===== src/assert_macros.svh =====
// ----------------------------------------------------------------------------
// assert_macros.svh
// Assertion macros used by the RTL file stdisp_ctrl.sv.
// ----------------------------------------------------------------------------
`ifndef ASSERT_MACROS_SVH
`define ASSERT_MACROS_SVH
`ifndef SYNTH
// property must hold on every rising clock edge outside reset
`define CHK_ASSERT(lbl, clk_s, rst_s, prop, msg) \
    lbl: assert property (@(posedge clk_s) disable iff (!rst_s) (prop)) else $error(msg);
// condition must never be true outside reset
`define CHK_NEVER(lbl, clk_s, rst_s, cond, msg) \
    lbl: assert property (@(posedge clk_s) disable iff (!rst_s) (!(cond))) else $error(msg);
`else
`define CHK_ASSERT(lbl, clk_s, rst_s, prop, msg)
`define CHK_NEVER(lbl, clk_s, rst_s, cond, msg)
`endif
`endif


===== src/stdisp_pkg.sv =====
// ----------------------------------------------------------------------------
// stdisp_pkg
// Types, codes and sizes of the subscription table dispatch block.
// ----------------------------------------------------------------------------
`default_nettype none

package stdisp_pkg;

    localparam int SLOT_COUNT  = 16;
    localparam int MAX_RESULTS = 16;
    localparam int IDX_W       = (SLOT_COUNT > 1) ? $clog2(SLOT_COUNT) : 1;
    localparam int CNT_W       = $clog2(SLOT_COUNT + 1);
    localparam int NRES_W      = $clog2(MAX_RESULTS + 1);

    typedef logic [IDX_W-1:0]  idx_t;
    typedef logic [CNT_W-1:0]  cnt_t;
    typedef logic [NRES_W-1:0] nres_t;

    localparam logic [1:0] CMD_SUBSCRIBE   = 2'd0;
    localparam logic [1:0] CMD_UNSUBSCRIBE = 2'd1;
    localparam logic [1:0] CMD_PUBLISH     = 2'd2;

    localparam logic [1:0] STS_DONE     = 2'd0;
    localparam logic [1:0] STS_FULL     = 2'd1;
    localparam logic [1:0] STS_MATCH    = 2'd2;
    localparam logic [1:0] STS_NO_MATCH = 2'd3;

    typedef struct packed {
        logic [1:0]  command;
        logic [31:0] message_id;
        logic [15:0] handler_code;
        logic [31:0] user_tag;
        logic [3:0]  slot_index;
    } req_t;

    typedef struct packed {
        logic [1:0]  status;
        logic [3:0]  slot_number;
        logic [15:0] handler_out;
        logic [31:0] tag_out;
        logic        last;
    } rsp_t;

    typedef struct packed {
        logic [31:0] message_id;
        logic [15:0] handler_code;
        logic [31:0] user_tag;
    } slot_entry_t;

    typedef enum logic [1:0] {
        S_IDLE,
        S_SCAN,
        S_FLUSH
    } state_t;

    function automatic logic [3:0] slot_num(input idx_t idx);
        logic [31:0] w;
        w = 32'(idx);
        return w[3:0];
    endfunction

endpackage

`default_nettype wire


===== src/stdisp_ram.sv =====
// ----------------------------------------------------------------------------
// stdisp_ram
// Generic RAM, one write port and one read port with registered read data.
// ----------------------------------------------------------------------------
`default_nettype none

module stdisp_ram #(
    parameter int WIDTH = 8,
    parameter int DEPTH = 16
) (
    input  wire logic                                    clk,
    input  wire logic                                    we,
    input  wire logic [((DEPTH > 1) ? $clog2(DEPTH) : 1)-1:0] waddr,
    input  wire logic [WIDTH-1:0]                        wdata,
    input  wire logic [((DEPTH > 1) ? $clog2(DEPTH) : 1)-1:0] raddr,
    output logic      [WIDTH-1:0]                        rdata
);

    logic [WIDTH-1:0] mem [DEPTH];
    logic [WIDTH-1:0] rdata_reg;

    always_ff @(posedge clk)
    begin
        if (we)
        begin
            mem[waddr] <= wdata;
        end
        rdata_reg <= mem[raddr];
    end

    assign rdata = rdata_reg;

endmodule

`default_nettype wire


===== src/stdisp_ctrl.sv =====
// ----------------------------------------------------------------------------
// stdisp_ctrl
// Sequencer and shared slot compare unit: scans the table one slot per cycle unless stalled.
// ----------------------------------------------------------------------------
`default_nettype none
`include "assert_macros.svh"

module stdisp_ctrl (
    input  wire logic                     clk,
    input  wire logic                     rst_n,
    input  wire logic                     req_valid,
    output logic                          req_ready,
    input  wire stdisp_pkg::req_t         req,
    output logic                          res_valid,
    input  wire logic                     res_ready,
    output stdisp_pkg::rsp_t              res,
    output logic                          ram_we,
    output stdisp_pkg::idx_t              ram_waddr,
    output stdisp_pkg::slot_entry_t       ram_wdata,
    output stdisp_pkg::idx_t              ram_raddr,
    input  wire stdisp_pkg::slot_entry_t  ram_rdata
);

    stdisp_pkg::state_t state_reg, state_next;

    logic [stdisp_pkg::SLOT_COUNT-1:0] used_reg, used_next;
    stdisp_pkg::cnt_t  scan_idx_reg, scan_idx_next;
    logic              cmp_vld_reg, cmp_vld_next;
    stdisp_pkg::idx_t  cmp_idx_reg, cmp_idx_next;
    stdisp_pkg::nres_t nres_reg, nres_next;
    logic              pend_vld_reg, pend_vld_next;
    stdisp_pkg::rsp_t  pend_reg, pend_next;
    logic [1:0]        cmd_reg, cmd_next;
    logic [31:0]       mid_reg, mid_next;
    logic [15:0]       hcode_reg, hcode_next;
    logic [31:0]       tag_reg, tag_next;

    logic is_pub;
    logic cmp_used;
    logic hit_sub;
    logic hit_pub;
    logic hit;
    logic stall;
    logic scan_end;
    logic cap;
    logic finish_hit;
    logic issue;

    assign is_pub   = (cmd_reg == stdisp_pkg::CMD_PUBLISH);
    assign cmp_used = used_reg[cmp_idx_reg];
    assign hit_sub  = cmp_vld_reg && !cmp_used;
    assign hit_pub  = cmp_vld_reg && cmp_used && (ram_rdata.message_id == mid_reg)
                      && (ram_rdata.handler_code != 16'd0);
    assign hit      = is_pub ? hit_pub : hit_sub;
    assign stall    = (state_reg == stdisp_pkg::S_SCAN) && is_pub && hit_pub
                      && pend_vld_reg && !res_ready;
    assign scan_end = (state_reg == stdisp_pkg::S_SCAN) && !cmp_vld_reg
                      && (scan_idx_reg == stdisp_pkg::cnt_t'(stdisp_pkg::SLOT_COUNT));
    assign cap      = is_pub && hit_pub
                      && (nres_reg == stdisp_pkg::nres_t'(stdisp_pkg::MAX_RESULTS - 1));
    assign finish_hit = (state_reg == stdisp_pkg::S_SCAN) && !stall && hit
                        && (!is_pub || cap);
    assign issue    = (state_reg == stdisp_pkg::S_SCAN) && !stall && !finish_hit
                      && (scan_idx_reg != stdisp_pkg::cnt_t'(stdisp_pkg::SLOT_COUNT));

    // next state
    always_comb
    begin
        state_next = state_reg;
        case (state_reg)
            stdisp_pkg::S_IDLE:
            begin
                if (req_valid)
                begin
                    case (req.command)
                        stdisp_pkg::CMD_SUBSCRIBE:   state_next = stdisp_pkg::S_SCAN;
                        stdisp_pkg::CMD_PUBLISH:     state_next = stdisp_pkg::S_SCAN;
                        stdisp_pkg::CMD_UNSUBSCRIBE: state_next = stdisp_pkg::S_FLUSH;
                        default:                     state_next = stdisp_pkg::S_IDLE;
                    endcase
                end
            end
            stdisp_pkg::S_SCAN:
            begin
                if (finish_hit || scan_end)
                begin
                    state_next = stdisp_pkg::S_FLUSH;
                end
            end
            stdisp_pkg::S_FLUSH:
            begin
                if (res_ready)
                begin
                    state_next = stdisp_pkg::S_IDLE;
                end
            end
            default: state_next = stdisp_pkg::S_IDLE;
        endcase
    end

    // outputs and datapath
    always_comb
    begin
        used_next     = used_reg;
        scan_idx_next = scan_idx_reg;
        cmp_vld_next  = cmp_vld_reg;
        cmp_idx_next  = cmp_idx_reg;
        nres_next     = nres_reg;
        pend_vld_next = pend_vld_reg;
        pend_next     = pend_reg;
        cmd_next      = cmd_reg;
        mid_next      = mid_reg;
        hcode_next    = hcode_reg;
        tag_next      = tag_reg;
        req_ready     = 1'b0;
        res_valid     = 1'b0;
        res           = pend_reg;
        res.last      = 1'b0;
        ram_we        = 1'b0;
        ram_waddr     = cmp_idx_reg;
        ram_wdata     = '{message_id: mid_reg, handler_code: hcode_reg, user_tag: tag_reg};
        ram_raddr     = stall ? cmp_idx_reg : scan_idx_reg[stdisp_pkg::IDX_W-1:0];

        case (state_reg)
            stdisp_pkg::S_IDLE:
            begin
                req_ready = 1'b1;
                if (req_valid)
                begin
                    cmd_next      = req.command;
                    mid_next      = req.message_id;
                    hcode_next    = req.handler_code;
                    tag_next      = req.user_tag;
                    scan_idx_next = '0;
                    cmp_vld_next  = 1'b0;
                    nres_next     = '0;
                    pend_vld_next = 1'b0;
                    if (req.command == stdisp_pkg::CMD_UNSUBSCRIBE)
                    begin
                        for (int i = 0; i < stdisp_pkg::SLOT_COUNT; i++)
                        begin
                            if (32'(req.slot_index) == i)
                            begin
                                used_next[i] = 1'b0;
                            end
                        end
                        pend_next = '{status: stdisp_pkg::STS_DONE,
                                      slot_number: req.slot_index,
                                      handler_out: 16'd0, tag_out: 32'd0, last: 1'b0};
                        pend_vld_next = 1'b1;
                    end
                end
            end
            stdisp_pkg::S_SCAN:
            begin
                if (!stall)
                begin
                    cmp_vld_next = issue;
                    cmp_idx_next = scan_idx_reg[stdisp_pkg::IDX_W-1:0];
                    if (issue)
                    begin
                        scan_idx_next = scan_idx_reg + stdisp_pkg::cnt_t'(1);
                    end
                    if (is_pub && hit_pub)
                    begin
                        // push the previous match, hold the new one
                        res_valid     = pend_vld_reg;
                        pend_next     = '{status: stdisp_pkg::STS_MATCH,
                                          slot_number: stdisp_pkg::slot_num(cmp_idx_reg),
                                          handler_out: ram_rdata.handler_code,
                                          tag_out: ram_rdata.user_tag, last: 1'b0};
                        pend_vld_next = 1'b1;
                        nres_next     = nres_reg + stdisp_pkg::nres_t'(1);
                    end
                    if (!is_pub && hit_sub)
                    begin
                        ram_we = 1'b1;
                        for (int i = 0; i < stdisp_pkg::SLOT_COUNT; i++)
                        begin
                            if (32'(cmp_idx_reg) == i)
                            begin
                                used_next[i] = 1'b1;
                            end
                        end
                        pend_next     = '{status: stdisp_pkg::STS_DONE,
                                          slot_number: stdisp_pkg::slot_num(cmp_idx_reg),
                                          handler_out: 16'd0, tag_out: 32'd0, last: 1'b0};
                        pend_vld_next = 1'b1;
                    end
                    if (scan_end && !pend_vld_reg)
                    begin
                        pend_next     = '{status: is_pub ? stdisp_pkg::STS_NO_MATCH
                                                         : stdisp_pkg::STS_FULL,
                                          slot_number: 4'd0, handler_out: 16'd0,
                                          tag_out: 32'd0, last: 1'b0};
                        pend_vld_next = 1'b1;
                    end
                end
            end
            stdisp_pkg::S_FLUSH:
            begin
                res_valid = 1'b1;
                res.last  = 1'b1;
                if (res_ready)
                begin
                    pend_vld_next = 1'b0;
                end
            end
            default:
            begin
                pend_vld_next = 1'b0;
            end
        endcase
    end

    always_ff @(posedge clk or negedge rst_n)
    begin
        if (!rst_n)
        begin
            state_reg    <= stdisp_pkg::S_IDLE;
            used_reg     <= '0;
            scan_idx_reg <= '0;
            cmp_vld_reg  <= 1'b0;
            nres_reg     <= '0;
            pend_vld_reg <= 1'b0;
        end
        else
        begin
            state_reg    <= state_next;
            used_reg     <= used_next;
            scan_idx_reg <= scan_idx_next;
            cmp_vld_reg  <= cmp_vld_next;
            nres_reg     <= nres_next;
            pend_vld_reg <= pend_vld_next;
        end
    end

    always_ff @(posedge clk)
    begin
        cmp_idx_reg <= cmp_idx_next;
        pend_reg    <= pend_next;
        cmd_reg     <= cmd_next;
        mid_reg     <= mid_next;
        hcode_reg   <= hcode_next;
        tag_reg     <= tag_next;
    end

    `CHK_ASSERT(a_idle_no_pend, clk, rst_n, (state_reg == stdisp_pkg::S_IDLE) |-> !pend_vld_reg, "pending result left in idle")
    `CHK_ASSERT(a_flush_has_pend, clk, rst_n, (state_reg == stdisp_pkg::S_FLUSH) |-> pend_vld_reg, "flush without pending result")
    `CHK_ASSERT(a_stall_hold, clk, rst_n, stall |=> (cmp_vld_reg && $stable(cmp_idx_reg)), "compare slot lost during stall")
    `CHK_NEVER(a_nres_cap, clk, rst_n, nres_reg > stdisp_pkg::nres_t'(stdisp_pkg::MAX_RESULTS), "too many results")

endmodule

`default_nettype wire


===== src/subscription_table_dispatch.sv =====
// Publish and a subscribe to a full table compare every slot before the last result; a
// subscribe that finds a free slot stops there. Unsubscribe goes straight to the flush.
// One slot is compared per cycle while the result side does not stall.
// A new request is taken only in idle, so requests pass one at a time through the idle, issue,
// slot scan, end and flush steps; stalls on the result side hold the scan.
// Reset: asynchronous, active low; clears all used marks, table contents stay undefined.
// ----------------------------------------------------------------------------
// subscription_table_dispatch
// Subscription table with publish dispatch and a registered result output.
// ----------------------------------------------------------------------------
`default_nettype none

module subscription_table_dispatch (
    input  wire logic              clk,
    input  wire logic              rst_n,
    input  wire logic              req_valid,
    output logic                   req_ready,
    input  wire stdisp_pkg::req_t  req,
    output logic                   rsp_valid,
    input  wire logic              rsp_ready,
    output stdisp_pkg::rsp_t       rsp
);

    logic                    res_valid;
    logic                    res_ready;
    stdisp_pkg::rsp_t        res;
    logic                    ram_we;
    stdisp_pkg::idx_t        ram_waddr;
    stdisp_pkg::slot_entry_t ram_wdata;
    stdisp_pkg::idx_t        ram_raddr;
    stdisp_pkg::slot_entry_t ram_rdata;

    logic             rsp_valid_reg, rsp_valid_next;
    stdisp_pkg::rsp_t rsp_reg, rsp_next;

    stdisp_ctrl u_ctrl (
        .clk       (clk),
        .rst_n     (rst_n),
        .req_valid (req_valid),
        .req_ready (req_ready),
        .req       (req),
        .res_valid (res_valid),
        .res_ready (res_ready),
        .res       (res),
        .ram_we    (ram_we),
        .ram_waddr (ram_waddr),
        .ram_wdata (ram_wdata),
        .ram_raddr (ram_raddr),
        .ram_rdata (ram_rdata)
    );

    stdisp_ram #(
        .WIDTH ($bits(stdisp_pkg::slot_entry_t)),
        .DEPTH (stdisp_pkg::SLOT_COUNT)
    ) u_table (
        .clk   (clk),
        .we    (ram_we),
        .waddr (ram_waddr),
        .wdata (ram_wdata),
        .raddr (ram_raddr),
        .rdata (ram_rdata)
    );

    assign res_ready = !rsp_valid_reg || rsp_ready;

    always_comb
    begin
        rsp_valid_next = rsp_valid_reg;
        rsp_next       = rsp_reg;
        if (res_valid && res_ready)
        begin
            rsp_valid_next = 1'b1;
            rsp_next       = res;
        end
        else if (rsp_ready)
        begin
            rsp_valid_next = 1'b0;
        end
    end

    always_ff @(posedge clk or negedge rst_n)
    begin
        if (!rst_n)
        begin
            rsp_valid_reg <= 1'b0;
        end
        else
        begin
            rsp_valid_reg <= rsp_valid_next;
        end
    end

    always_ff @(posedge clk)
    begin
        rsp_reg <= rsp_next;
    end

    assign rsp_valid = rsp_valid_reg;
    assign rsp       = rsp_reg;

endmodule

`default_nettype wire

===== config.mk =====
export PLATFORM = sky130hd
export DESIGN_NAME = subscription_table_dispatch
export DESIGN_NICKNAME = d
export VERILOG_FILES = /design/src/stdisp_pkg.sv /design/src/stdisp_ram.sv /design/src/stdisp_ctrl.sv /design/src/subscription_table_dispatch.sv
export VERILOG_INCLUDE_DIRS = /design/src /design/src/src
export SDC_FILE = /design/constraint.sdc
export NUM_CORES = 2
export LEC_CHECK = 0
export ABC_AREA = 1
export BUFFER_PORTS_ARGS = -buffer_cell sky130_fd_sc_hd__buf_4
export CAP_MARGIN = 20
export CORE_ASPECT_RATIO = 0.6
export CORE_MARGIN = 3
export CORE_UTILIZATION = 50
export DETAILED_ROUTE_END_ITERATION = 8
export GPL_TIMING_DRIVEN = 1
export PLACE_DENSITY_LB_ADDON = 0.3
export SLEW_MARGIN = 20
export SYNTH_ARGS = -nofsm -noshare
export SYNTH_HDL_FRONTEND = slang
export SYNTH_SLANG_ARGS = --single-unit

===== constraint.sdc =====
create_clock -name clk -period 30.4 [get_ports clk]
set_clock_uncertainty 0.1 [all_clocks]
set_input_delay 1.52 -clock clk [delete_from_list [all_inputs] [get_ports clk]]
set_output_delay 1.52 -clock clk [all_outputs]
set_load 0.005 [all_outputs]

==> summary.md <==
| Metric | Value |
|---|---|
| Status | finished clean |
| Post-Synth XOR/XNOR Area | 0.000519 |
| Reg2reg setup slack | 23.61 ns |
| Row cnt | slightly above 100 |
| Seq/Total Area, Yosys | 0.691 |
| EDFF count, synth | 1475 |
| Number of flip-flops in the largest register | around 1.3k |
| Dpl ws | between 20 and 25 ns |
| Synth Area in Adders | 0.00130 |
| Worst-skew pair later-pin latency | 0.78 ns |
| Dpl cells | a little under 8k |
| Die ar. | 0.140 mm^2 |
| Share of layout cells above drive strength 1 | 0.0779 |
| Reg2Reg Depth | 19 |
| Layout Cells excl Fill | between 8k and 9k |
| WHS Path Cells | 0 |
| Global-route total usage across every layer | 0.258 |
| PD cells | around 78 mW/mm^2 |
| Drt initial violations | around 5.7k |
| Post-Syn Instances | 6149 |
| Avg Vias per Cell | 5.56 |
| Routed WL | 182000 um |
| Compound-Gate Fraction of Synth Area | 0.00706 |
| Htree depth | 4 |
| Sink Count | ~1.6k |
| Grt total ovfl | 0 |
| Final hold viol count | 0 |
| Setup ws final | between 20 and 25 ns |
| CTS tree | yes |
| Post-route DRC | 0 |
| Cell variety after synth | 40 |
| Core ar. | approximately 0.13 mm^2 |
| Clock slew seen by the registers of the worst setup and hold paths | about 0.070 ns |
| Reg-to-reg endpoint | u_table.rdata[1]$_DFF_P_ |
| ANT nets after route | 0 |
| I/O Pins | approximately 150 |
| Largest family of logic cells by synthesized area | simple AND/OR/NAND/NOR gates |
| Fin crit period | approximately 6.8 ns |
| NumNets Final | roughly 6.3k |
| Mapped Nets | about 6.2k |
| Worst Tran Pin Value | ~1.2 ns |
| CP arrival | between 7 and 8 ns |
| I/O Buffers | 146 |
| Initial core utilization | 0.509 |
| Setup crit end kind | flop |
| Hold_sp | u_ctrl.res[46]$_SDFFCE_PP0P_ |
| Ys async rst share | 0.0195 |
| Worst hold path class | reg -> reg |
| Worst Hold End | rsp[46]$_DFFE_PP_ |
| # diodes | 0 |
| Synth Cell Area | 0.0675 mm^2 |
| Num CTS Buffers | 144 |
| Placed instance area | 0.0700 mm^2 |
| RR Startpoint | u_ctrl.mid_reg[27]$_DFFE_PP_ |
| Final instance area | around 0.075 mm^2 |
| Hold slack | between 0.3 and 0.4 ns |
| Ys Warns | 0 |
| Initial antenna violation count | 3 |
| Post-CTS sizing | 0 |
| Root buffer cell | clkbuf_16 |
| Setup violators final | 0 |
| Post-CTS setup buffers | 0 |
| CP Launch Type | flop |
| Fillers | ~11k |
| Setup TNS | 0 ns |
| Worst-path fanout max | 89 |
| Die Height | 291 um |
| Ys flop type | edfxtp_1 |
| Drt first pass iters | 8 |
| P&R area growth vs syn | 10.7% |
| Dpl hpwl | ~90000 um |
| Chip width | around 480 um |
| Gpl congestion | about 0.9 |
| CTS Hold Bufs | 0 |
| Vias in the first global route | around 42k |
| Static leakage | 30.5 nW |
| DR vias | roughly 45k |
| Critical Path RT | roughly 31 ns |
| Proportion of synthesized area in mux cells | 0.000500 |
| Final Total Pwr | between 5 and 6 mW |
| Peak VDD IR | 0.0000681 V |
| F_max | 147 MHz |
| Max Cap Viol | 0 |
| Synth Area in Simple Gates | 0.206 |
| Mean Syn Cell Area | around 11 um^2 |
| Synthesis-stage register bit count | 1586 |
| Post-layout util | 0.563 |
| Tcrit/Tclk final | 0.223 |
| Wire length per cell | 22.5 um |
| Worst slew margin | 0.169 |
| Max-slew violations | 0 |
| Critical path type | reg -> reg |
| First-pass GRT wire length | about 270000 um |
| CTS Buffer Depth | 3 |
| Largest net degree at the start of global routing | roughly 200 |
| RSZ-0062 raised after global routing | false |
-- critical path, cell delays in order, from the launching register on --
cell and delay (ns):
edfxtp_1 0.84, inv_1 0.09, nand2_1 0.11, nand2_1 0.07, inv_1 0.06, nand3_1 0.06
nor2_1 0.16, nand2_1 0.08, nor2_1 0.32, nand2_1 0.15, nor2_2 0.13, nand4_1 0.78
nand2_4 1.11, buf_4 0.89, buf_4 0.85, nand2_1 0.14, nand3_1 0.12, nand3_1 0.08
nand3_1 0.16, nand2_1 0.09
-- cells in the mapped netlist, drive strengths merged, types with 3 or more instances --
| cell type | instances | area share |
|---|---|---|
| nand2 | 966 | 0.054 |
| dfrtp | 31 | 0.011 |
| nand4 | 8 | 0.0013 |
| buf | 280 | 0.023 |
| nor3 | 15 | 0.0013 |
| a2111o | 4 | 0.00067 |
| nor4 | 8 | 0.00074 |
| dfxtp | 80 | 0.024 |
| o22ai | 6 | 0.00056 |
| clkbuf | 70 | 0.0039 |
| nand3b | 241 | 0.027 |
| mux2 | 3 | 0.00050 |
| o21ai | 41 | 0.0033 |
| a21oi | 28 | 0.0021 |
| nor2 | 129 | 0.0075 |
| inv | 1204 | 0.067 |
| ha | 7 | 0.0013 |
| edfxtp | 1475 | 0.66 |
| nand3 | 1540 | 0.11 |
-- power by group --
group	internal (mW)	switching, mW
Clock	1.03	0.810
Sequential	2.62	0.159
Combinational	0.361	0.880
Total	4.00	1.85
-- metal layers --
layer	GRT usage	vias up	part of all wire
met2	0.379	2408	0.43
met3	0.0499	336	0.11
met5	0	-	0.000071
li1	-	20600	-
met4	0.0705	2	0.022
met1	0.394	21600	0.43
-- layout by cell type (no fill, tap or decap), types with 5 or more instances in the layout --
master | synthesis | final
nand3_1 | 1540 | 1540
edfxtp_1 | 1475 | 1475
inv_1 | 1198 | 1197
nand2_1 | 962 | 957
nand3b_1 | 241 | 241
buf_4 | 44 | 217
clkbuf_16 | 0 | 148
nor2_1 | 125 | 116
dfxtp_1 | 80 | 80
clkbuf_1 | 70 | 39
o21ai_0 | 38 | 38
dfrtp_1 | 31 | 31
a21oi_1 | 28 | 28
clkinv_2 | 0 | 25
clkinv_1 | 2 | 15
clkbuf_8 | 0 | 15
nor2_4 | 2 | 11
nor3_1 | 14 | 10
bufinv_16 | 0 | 10
ha_1 | 7 | 7
o22ai_1 | 6 | 6
nand4_1 | 5 | 5
nor4_2 | 0 | 5
inv_6 | 0 | 5
buf_12 | 0 | 5
-- how the worst max path moves through the flow --
stage                                              end  cells after the start  slack (ns)                           from
after floorplan           u_table.mem[12][0]$_DFFE_PP_                     12       20.46  u_ctrl.ram_waddr[0]$_DFFE_PP_
after global placement        u_table.rdata[1]$_DFF_P_                     18       23.89   u_ctrl.mid_reg[30]$_DFFE_PP_
after detailed placement     u_table.rdata[73]$_DFF_P_                     18       23.88   u_ctrl.mid_reg[28]$_DFFE_PP_
after CTS                     u_table.rdata[1]$_DFF_P_                     18       23.78   u_ctrl.mid_reg[28]$_DFFE_PP_
after global routing          u_table.rdata[1]$_DFF_P_                     19       23.23   u_ctrl.mid_reg[30]$_DFFE_PP_
final                         u_table.rdata[1]$_DFF_P_                     19       23.61   u_ctrl.mid_reg[27]$_DFFE_PP_
-- cell type report --
| class | count | area, um^2 | share of cell area |
|---|---|---|---|
| Tap cell | 1785 | 2230 | 0.0299 |
| Clock buffer | 202 | 4060 | 0.0543 |
| Multi-Input combinational cell | 3007 | 14700 | 0.197 |
| Inverter | 1206 | 4540 | 0.0608 |
| Timing Repair Buffer | 226 | 1820 | 0.0244 |
| Clock inverter | 64 | 666 | 0.00891 |
| Sequential cell | 1586 | 46700 | 0.625 |
-- logic make-up after synthesis --
| kind of cell | after synthesis |
|---|---|
| XOR/XNOR | 4 |
| AND/OR/NAND/NOR | 2910 |
| AO/OA/AOI/OAI | 83 |
| adder cells (fa/ha/maj) | 7 |
| buffers and inverters | 1556 |
| flip-flops | 1586 |
| multiplexers | 3 |
No activity file was read; power rests on OpenSTA's default activity.
